[src/fbc_pkg.sv]
package fbc_pkg;

    // field widths fixed by the item format
    localparam int COORD_BITS   = 32;
    localparam int FRAC_BITS    = 16;
    localparam int INDEX_BITS   = 3;
    localparam int VERDICT_BITS = 2;

    // plane table sizing
    localparam int PLANE_COUNT_DEF = 6;
    localparam int PLANE_COUNT_MAX = 8;

    // command queue between front and back
    localparam int QUEUE_DEPTH = 2;

    // box geometry
    localparam int AXES         = 3;
    localparam int CORNER_COUNT = 8;

    // datapath widths: exact products, exact three-term sums, scaled offset
    localparam int PROD_BITS = 2 * COORD_BITS;
    localparam int SUM_BITS  = PROD_BITS + 2;
    localparam int LIM_BITS  = COORD_BITS + FRAC_BITS;

    typedef logic signed [COORD_BITS-1:0] coord_t;
    typedef logic signed [PROD_BITS-1:0]  prod_t;
    typedef logic signed [SUM_BITS-1:0]   sum_t;
    typedef logic signed [LIM_BITS-1:0]   lim_t;
    typedef logic [VERDICT_BITS-1:0]      verdict_t;

    // command codes
    localparam logic CMD_LOAD = 1'b0;
    localparam logic CMD_TEST = 1'b1;

    // verdict codes
    localparam verdict_t VERDICT_CULLED  = 2'd0;
    localparam verdict_t VERDICT_PARTIAL = 2'd1;
    localparam verdict_t VERDICT_VISIBLE = 2'd2;

    // queued command: lo holds the normal (load) or box min (test),
    // hi[0] holds the offset (load), hi holds box max (test)
    typedef struct packed {
        logic                    op;
        logic [INDEX_BITS-1:0]   idx;
        coord_t [AXES-1:0]       lo;
        coord_t [AXES-1:0]       hi;
    } fbc_cmd_t;

    // exact signed product of two coordinates
    function automatic prod_t mul_full(coord_t a, coord_t b);
        prod_t ea;
        prod_t eb;
        ea = prod_t'(a);
        eb = prod_t'(b);
        return ea * eb;
    endfunction

endpackage

[src/fbc_in_if.sv]
interface fbc_in_if;
    import fbc_pkg::*;

    logic                   valid;
    logic                   ready;
    logic                   cmd;
    logic [INDEX_BITS-1:0]  plane_index;
    coord_t                 normal_x;
    coord_t                 normal_y;
    coord_t                 normal_z;
    coord_t                 plane_offset;
    coord_t                 box_min_x;
    coord_t                 box_min_y;
    coord_t                 box_min_z;
    coord_t                 box_max_x;
    coord_t                 box_max_y;
    coord_t                 box_max_z;

    modport source (
        output valid, cmd, plane_index, normal_x, normal_y, normal_z, plane_offset,
               box_min_x, box_min_y, box_min_z, box_max_x, box_max_y, box_max_z,
        input  ready
    );

    modport sink (
        input  valid, cmd, plane_index, normal_x, normal_y, normal_z, plane_offset,
               box_min_x, box_min_y, box_min_z, box_max_x, box_max_y, box_max_z,
        output ready
    );

endinterface

[src/fbc_front.sv]
module fbc_front #(
    parameter int PLANE_COUNT = fbc_pkg::PLANE_COUNT_DEF
) (
    input  logic                clk,
    input  logic                rst_n,
    fbc_in_if.sink              item,
    output logic                q_valid,
    output fbc_pkg::fbc_cmd_t   q_data,
    input  logic                pop
);
    import fbc_pkg::*;

    localparam int PTR_BITS = (QUEUE_DEPTH > 1) ? $clog2(QUEUE_DEPTH) : 1;
    localparam int CNT_BITS = $clog2(QUEUE_DEPTH + 1);

    fbc_cmd_t               q_mem [QUEUE_DEPTH];
    logic [PTR_BITS-1:0]    wr_ptr_reg;
    logic [PTR_BITS-1:0]    wr_ptr_next;
    logic [PTR_BITS-1:0]    rd_ptr_reg;
    logic [PTR_BITS-1:0]    rd_ptr_next;
    logic [CNT_BITS-1:0]    count_reg;
    logic [CNT_BITS-1:0]    count_next;
    logic                   accept;
    logic                   keep;
    logic                   push;
    fbc_cmd_t               beat_cmd;

    // accept while the queue has room
    assign item.ready = (count_reg < CNT_BITS'(QUEUE_DEPTH));
    assign accept     = item.valid && item.ready;

    // loads aimed past the table are dropped here, everything else is queued
    assign keep = (item.cmd == CMD_TEST) ||
                  ({1'b0, item.plane_index} < (INDEX_BITS + 1)'(PLANE_COUNT));
    assign push = accept && keep;

    // pack the beat into a queue entry
    always_comb
    begin
        beat_cmd.op    = item.cmd;
        beat_cmd.idx   = item.plane_index;
        if (item.cmd == CMD_LOAD)
        begin
            beat_cmd.lo[0] = item.normal_x;
            beat_cmd.lo[1] = item.normal_y;
            beat_cmd.lo[2] = item.normal_z;
            beat_cmd.hi[0] = item.plane_offset;
            beat_cmd.hi[1] = item.plane_offset;
            beat_cmd.hi[2] = item.plane_offset;
        end
        else
        begin
            beat_cmd.lo[0] = item.box_min_x;
            beat_cmd.lo[1] = item.box_min_y;
            beat_cmd.lo[2] = item.box_min_z;
            beat_cmd.hi[0] = item.box_max_x;
            beat_cmd.hi[1] = item.box_max_y;
            beat_cmd.hi[2] = item.box_max_z;
        end
    end

    // queue storage
    always_ff @(posedge clk)
    begin
        if (push)
        begin
            q_mem[wr_ptr_reg] <= beat_cmd;
        end
    end

    assign q_valid = (count_reg != '0);
    assign q_data  = q_mem[rd_ptr_reg];

    // pointer and fill bookkeeping
    always_comb
    begin
        wr_ptr_next = wr_ptr_reg;
        rd_ptr_next = rd_ptr_reg;
        count_next  = count_reg;
        if (push)
        begin
            wr_ptr_next = (wr_ptr_reg == PTR_BITS'(QUEUE_DEPTH - 1)) ? '0 : wr_ptr_reg + 1'b1;
        end
        if (pop)
        begin
            rd_ptr_next = (rd_ptr_reg == PTR_BITS'(QUEUE_DEPTH - 1)) ? '0 : rd_ptr_reg + 1'b1;
        end
        if (push && !pop)
        begin
            count_next = count_reg + 1'b1;
        end
        else if (pop && !push)
        begin
            count_next = count_reg - 1'b1;
        end
    end

    always_ff @(posedge clk or negedge rst_n)
    begin
        if (!rst_n)
        begin
            wr_ptr_reg <= '0;
            rd_ptr_reg <= '0;
            count_reg  <= '0;
        end
        else
        begin
            wr_ptr_reg <= wr_ptr_next;
            rd_ptr_reg <= rd_ptr_next;
            count_reg  <= count_next;
        end
    end

    // checks
    a_fill_bound: assert property (@(posedge clk) disable iff (!rst_n)
        count_reg <= CNT_BITS'(QUEUE_DEPTH))
        else $error("command queue overfilled");

    a_no_pop_empty: assert property (@(posedge clk) disable iff (!rst_n)
        pop |-> (count_reg != '0))
        else $error("pop from empty command queue");

    a_push_visible: assert property (@(posedge clk) disable iff (!rst_n)
        push |=> q_valid)
        else $error("queued command not visible to the back end");

endmodule

[src/flat_wrapper.sv]
// flat-port wrapper written by rule: the top's interface ports become plain ports
module fbc_front_flat import fbc_pkg::*;
#(
    parameter int PLANE_COUNT = fbc_pkg::PLANE_COUNT_DEF
)
  (clk, rst_n, q_valid, q_data, pop, item_valid, item_cmd, item_plane_index, item_normal_x, item_normal_y, item_normal_z, item_plane_offset, item_box_min_x, item_box_min_y, item_box_min_z, item_box_max_x, item_box_max_y, item_box_max_z, item_ready);
  fbc_in_if item_i ();
  input  logic clk;
  input  logic rst_n;
  output logic q_valid;
  output fbc_pkg::fbc_cmd_t q_data;
  input  logic pop;
  input wire logic [$bits(item_i.valid)-1:0] item_valid;
  input wire logic [$bits(item_i.cmd)-1:0] item_cmd;
  input wire logic [$bits(item_i.plane_index)-1:0] item_plane_index;
  input wire logic [$bits(item_i.normal_x)-1:0] item_normal_x;
  input wire logic [$bits(item_i.normal_y)-1:0] item_normal_y;
  input wire logic [$bits(item_i.normal_z)-1:0] item_normal_z;
  input wire logic [$bits(item_i.plane_offset)-1:0] item_plane_offset;
  input wire logic [$bits(item_i.box_min_x)-1:0] item_box_min_x;
  input wire logic [$bits(item_i.box_min_y)-1:0] item_box_min_y;
  input wire logic [$bits(item_i.box_min_z)-1:0] item_box_min_z;
  input wire logic [$bits(item_i.box_max_x)-1:0] item_box_max_x;
  input wire logic [$bits(item_i.box_max_y)-1:0] item_box_max_y;
  input wire logic [$bits(item_i.box_max_z)-1:0] item_box_max_z;
  output wire logic [$bits(item_i.ready)-1:0] item_ready;
  assign item_i.valid = item_valid;
  assign item_i.cmd = item_cmd;
  assign item_i.plane_index = item_plane_index;
  assign item_i.normal_x = item_normal_x;
  assign item_i.normal_y = item_normal_y;
  assign item_i.normal_z = item_normal_z;
  assign item_i.plane_offset = item_plane_offset;
  assign item_i.box_min_x = item_box_min_x;
  assign item_i.box_min_y = item_box_min_y;
  assign item_i.box_min_z = item_box_min_z;
  assign item_i.box_max_x = item_box_max_x;
  assign item_i.box_max_y = item_box_max_y;
  assign item_i.box_max_z = item_box_max_z;
  assign item_ready = item_i.ready;
  fbc_front #(.PLANE_COUNT(PLANE_COUNT)) u_core (.clk(clk), .rst_n(rst_n), .item(item_i), .q_valid(q_valid), .q_data(q_data), .pop(pop));
endmodule
[config.mk]
export PLATFORM = sky130hd
export DESIGN_NAME = fbc_front_flat
export DESIGN_NICKNAME = d
export VERILOG_FILES = /design/src/fbc_pkg.sv /design/src/fbc_in_if.sv /design/src/fbc_front.sv /design/src/flat_wrapper.sv
export SDC_FILE = /design/constraint.sdc
export NUM_CORES = 1
export LEC_CHECK = 0
export BUFFER_PORTS_ARGS = -buffer_cell sky130_fd_sc_hd__buf_2
export CAP_MARGIN = 0
export CORE_MARGIN = 3
export CORE_UTILIZATION = 40
export CTS_CLUSTER_SIZE = 28
export DETAILED_ROUTE_END_ITERATION = 7
export PLACE_DENSITY_LB_ADDON = 0.1
export SYNTH_ARGS = -nofsm -noshare
export SYNTH_HDL_FRONTEND = slang
export SYNTH_SLANG_ARGS = --single-unit
[constraint.sdc]
create_clock -name clk -period 22.3 [get_ports clk]
set_input_delay 6.69 -clock clk [delete_from_list [all_inputs] [get_ports clk]]
set_output_delay 6.69 -clock clk [all_outputs]
set_load 0.05 [all_outputs]
==> impl_metrics.ini <==
[worst_setup_path]
worstSetupStartpointType = register
rrSetupSlack_ns = 19.26
endpoint_kind = output port
path_class = register to output port
worstSetupStartpoint = u_core.rd_ptr_reg
rr_startpoint = u_core.count_reg[1]
rr_endpoint = u_core.q_mem[1][100]
cp.arrival_ns = 3.69
ff2ff_path_depth = 5
cp-endpoint = q_data[130]
path_max_fanout = 57
crit_required_ns = 15.61

[power]
power_density_nw_per_um2 = 131
p_leak_nw = 8.90
irDropWorstVdd_uv = 83.0

[yosys]
synth_cell_types = 20
yosysTopAreaCellShare_pct = 68.8
synth_most_common_cell = edfxtp_1
synth_seq_cells = 396
synthArstFlopShare_pct = 1.01
synth_nets = 1304
ys_warn_count = 0
ys.flop_type = edfxtp_1
synth_area_leaders = edfxtp_1 69%, mux2_4 12%, mux2_2 9.8%, nand2_1 4.2%, buf_6 1.4%
yosysSeqAreaShare_pct = 69.4
synth_largest_area_cell = edfxtp_1
syn_area_sq_um = 17100
syn_inst = 975
synth_common_cells = 392 x edfxtp_1, 193 x nand2_1, 149 x mux2_2, 140 x mux2_4, 32 x nand2b_1
synth-edff-count = 392
synth_area_per_cell_sq_um = 17.5

[drt]
wl_per_cell_um = 20.5
first_iter_violations = 631
final_antenna_net_count = 0
firstDrtPassIters = 5
viasPerCell = 4.77
vias = 9940
routed_wirelength_um = 42700
route.detailed.drc = 0

[cts]
cts-root-buf = clkbuf_16
clock_sinks = 396
cts_tree = yes
post-cts-setup-buffers = 0
clk_path_buf_depth = 3
cts_max_level = 2
cts-resized-gates = 0
numCtsBuffers = 43
cts.clk_slew.worst_paths_ns = 0.06
clkLatencyLatePin_ns = 0.53
holdBufCountCts = 0

[finish]
drive_above_1_share_pct = 57.1
fill_cells = 3667
nNetsFinal = 1837
regArea_sq_um = 11900
multiInputGateArea_sq_um = 4840
largest_reg_flops = 392
syn_to_final_growth_pct = 25.0
final_cells = 2085

[die]
pin_count = 526
start_util_pct = 40.6
die-area_sq_um = 45300
fp.dieH_um = 213
core_sq_um = 42100
rows = 75
die_w_um = 213

[sta]
skew_ns = 0.0126
max_freq_mhz = 96.3
slew_headroom_pct = 27.0
period_share_pct = 46.5
final.setup.tns_ns = 0
tightest_slew_ns = 1.09
min_period_ns = 10.38
rsz0062_at_grt = no
finalMaxSlewViolations = 0
setup_violations = 0
hold_viol_final = 0
whs_ns = 0.516

[placed_design]
dp_hpwl_um = 30600
globalplace.congestion = 0.848
place_inst = 2002
io_buffers = 525

[grt]
met2_usage_pct = 31.0
overflow = 0
globalRouteTotalUtil_pct = 17.9
busiest_layer = met2
grt_use_met1_pct = 21.9
grt_pass1_vias = 10170
grt_max_degree = 96
grt_pass1_wl_um = 60400
antenna_found_initial = 7
grt_util_met3_pct = 5.11

[worst_hold_path]
hold_path.class = register to register

[outcome]
outcome = completed

[run]
maxCapViolCount = 0
[power by group]
part / switching [mW] / total, mW / internal [mW]
registers: 0.0491 / 1.01 / 0.965
logic: 0.801 / 1.15 / 0.347
clock network: 0.267 / 0.636 / 0.369
[stage by stage]
step	area, sq um	setup WS, ns	power (mW)	utilization (%)
final	21400	11.92	2.80	50.7
after global routing	21400	11.75	2.91	50.7
after CTS	21400	11.86	2.84	50.7
after detailed placement	20100	12.28	2.19	47.7
after global placement	20100	12.30	2.19	47.7
after floorplan	17100	6.48	1.97	-
[cells by family after synthesis]
group	share of synthesized area (%)
AND/OR/NAND/NOR	5.56
AO/OA/AOI/OAI	0.0292
buffers and inverters	2.41
adder cells (fa/ha/maj)	0.0731
flip-flops	69.4
XOR/XNOR	0.256
multiplexers	22.3
[how the worst min path moves through the flow]
stage | startpoint | endpoint | slack [ns] | cells past startpoint
finish | u_core.count_reg[0] | u_core.count_reg[0] | 0.52 | 1
global route | u_core.count_reg[0] | u_core.count_reg[0] | 0.55 | 1
CTS | u_core.count_reg[0] | u_core.count_reg[0] | 0.52 | 1
detailed placement | u_core.count_reg[0] | u_core.count_reg[0] | 0.51 | 1
global placement | u_core.count_reg[0] | u_core.count_reg[0] | 0.50 | 1
floorplan | u_core.wr_ptr_reg | u_core.wr_ptr_reg | 0.46 | 1
[critical path, stage by stage, from the launching register on]
cell and delay (ns):
dfrtp_4 0.94, buf_4 0.77, buf_4 0.71, mux2_4 0.36, buf_2 0.21
[cell usage in the layout (no fill, tap or decap)]
master and instances:
mux2_2 149, clkinv_1 12, nand2_1 193, xnor2_1 3, o21ai_1 1, mux2_4 140
diode_2 4, inv_1 3, mux2_1 3, and2_4 1, dfrtp_4 1, nor2_4 1
edfxtp_1 392, nor2b_1 1, clkbuf_8 1, ha_1 1, clkinv_2 7, nand2b_1 32
clkbuf_1 15, buf_4 10, dfrtp_1 3, buf_2 524, or2_2 1, xor2_1 2
clkbuf_16 45, nor2_1 1
[metal layers]
metal,wire length [um],vias to the layer above
met1,16700,4823
met2,21700,375
met5,11,-
met3,3400,53
li1,-,4687
met4,934,2
[layout make-up]
cell class | instances | share of cell area [%]
inverter | 3 | 0.0527
timing repair buffer | 535 | 12.7
multi-input combinational | 529 | 22.6
antenna | 4 | 0.0468
clock inverter | 19 | 0.375
tap | 539 | 3.15
sequential | 396 | 55.5
clock buffer | 60 | 5.53
(Power assumes the default switching activity.)
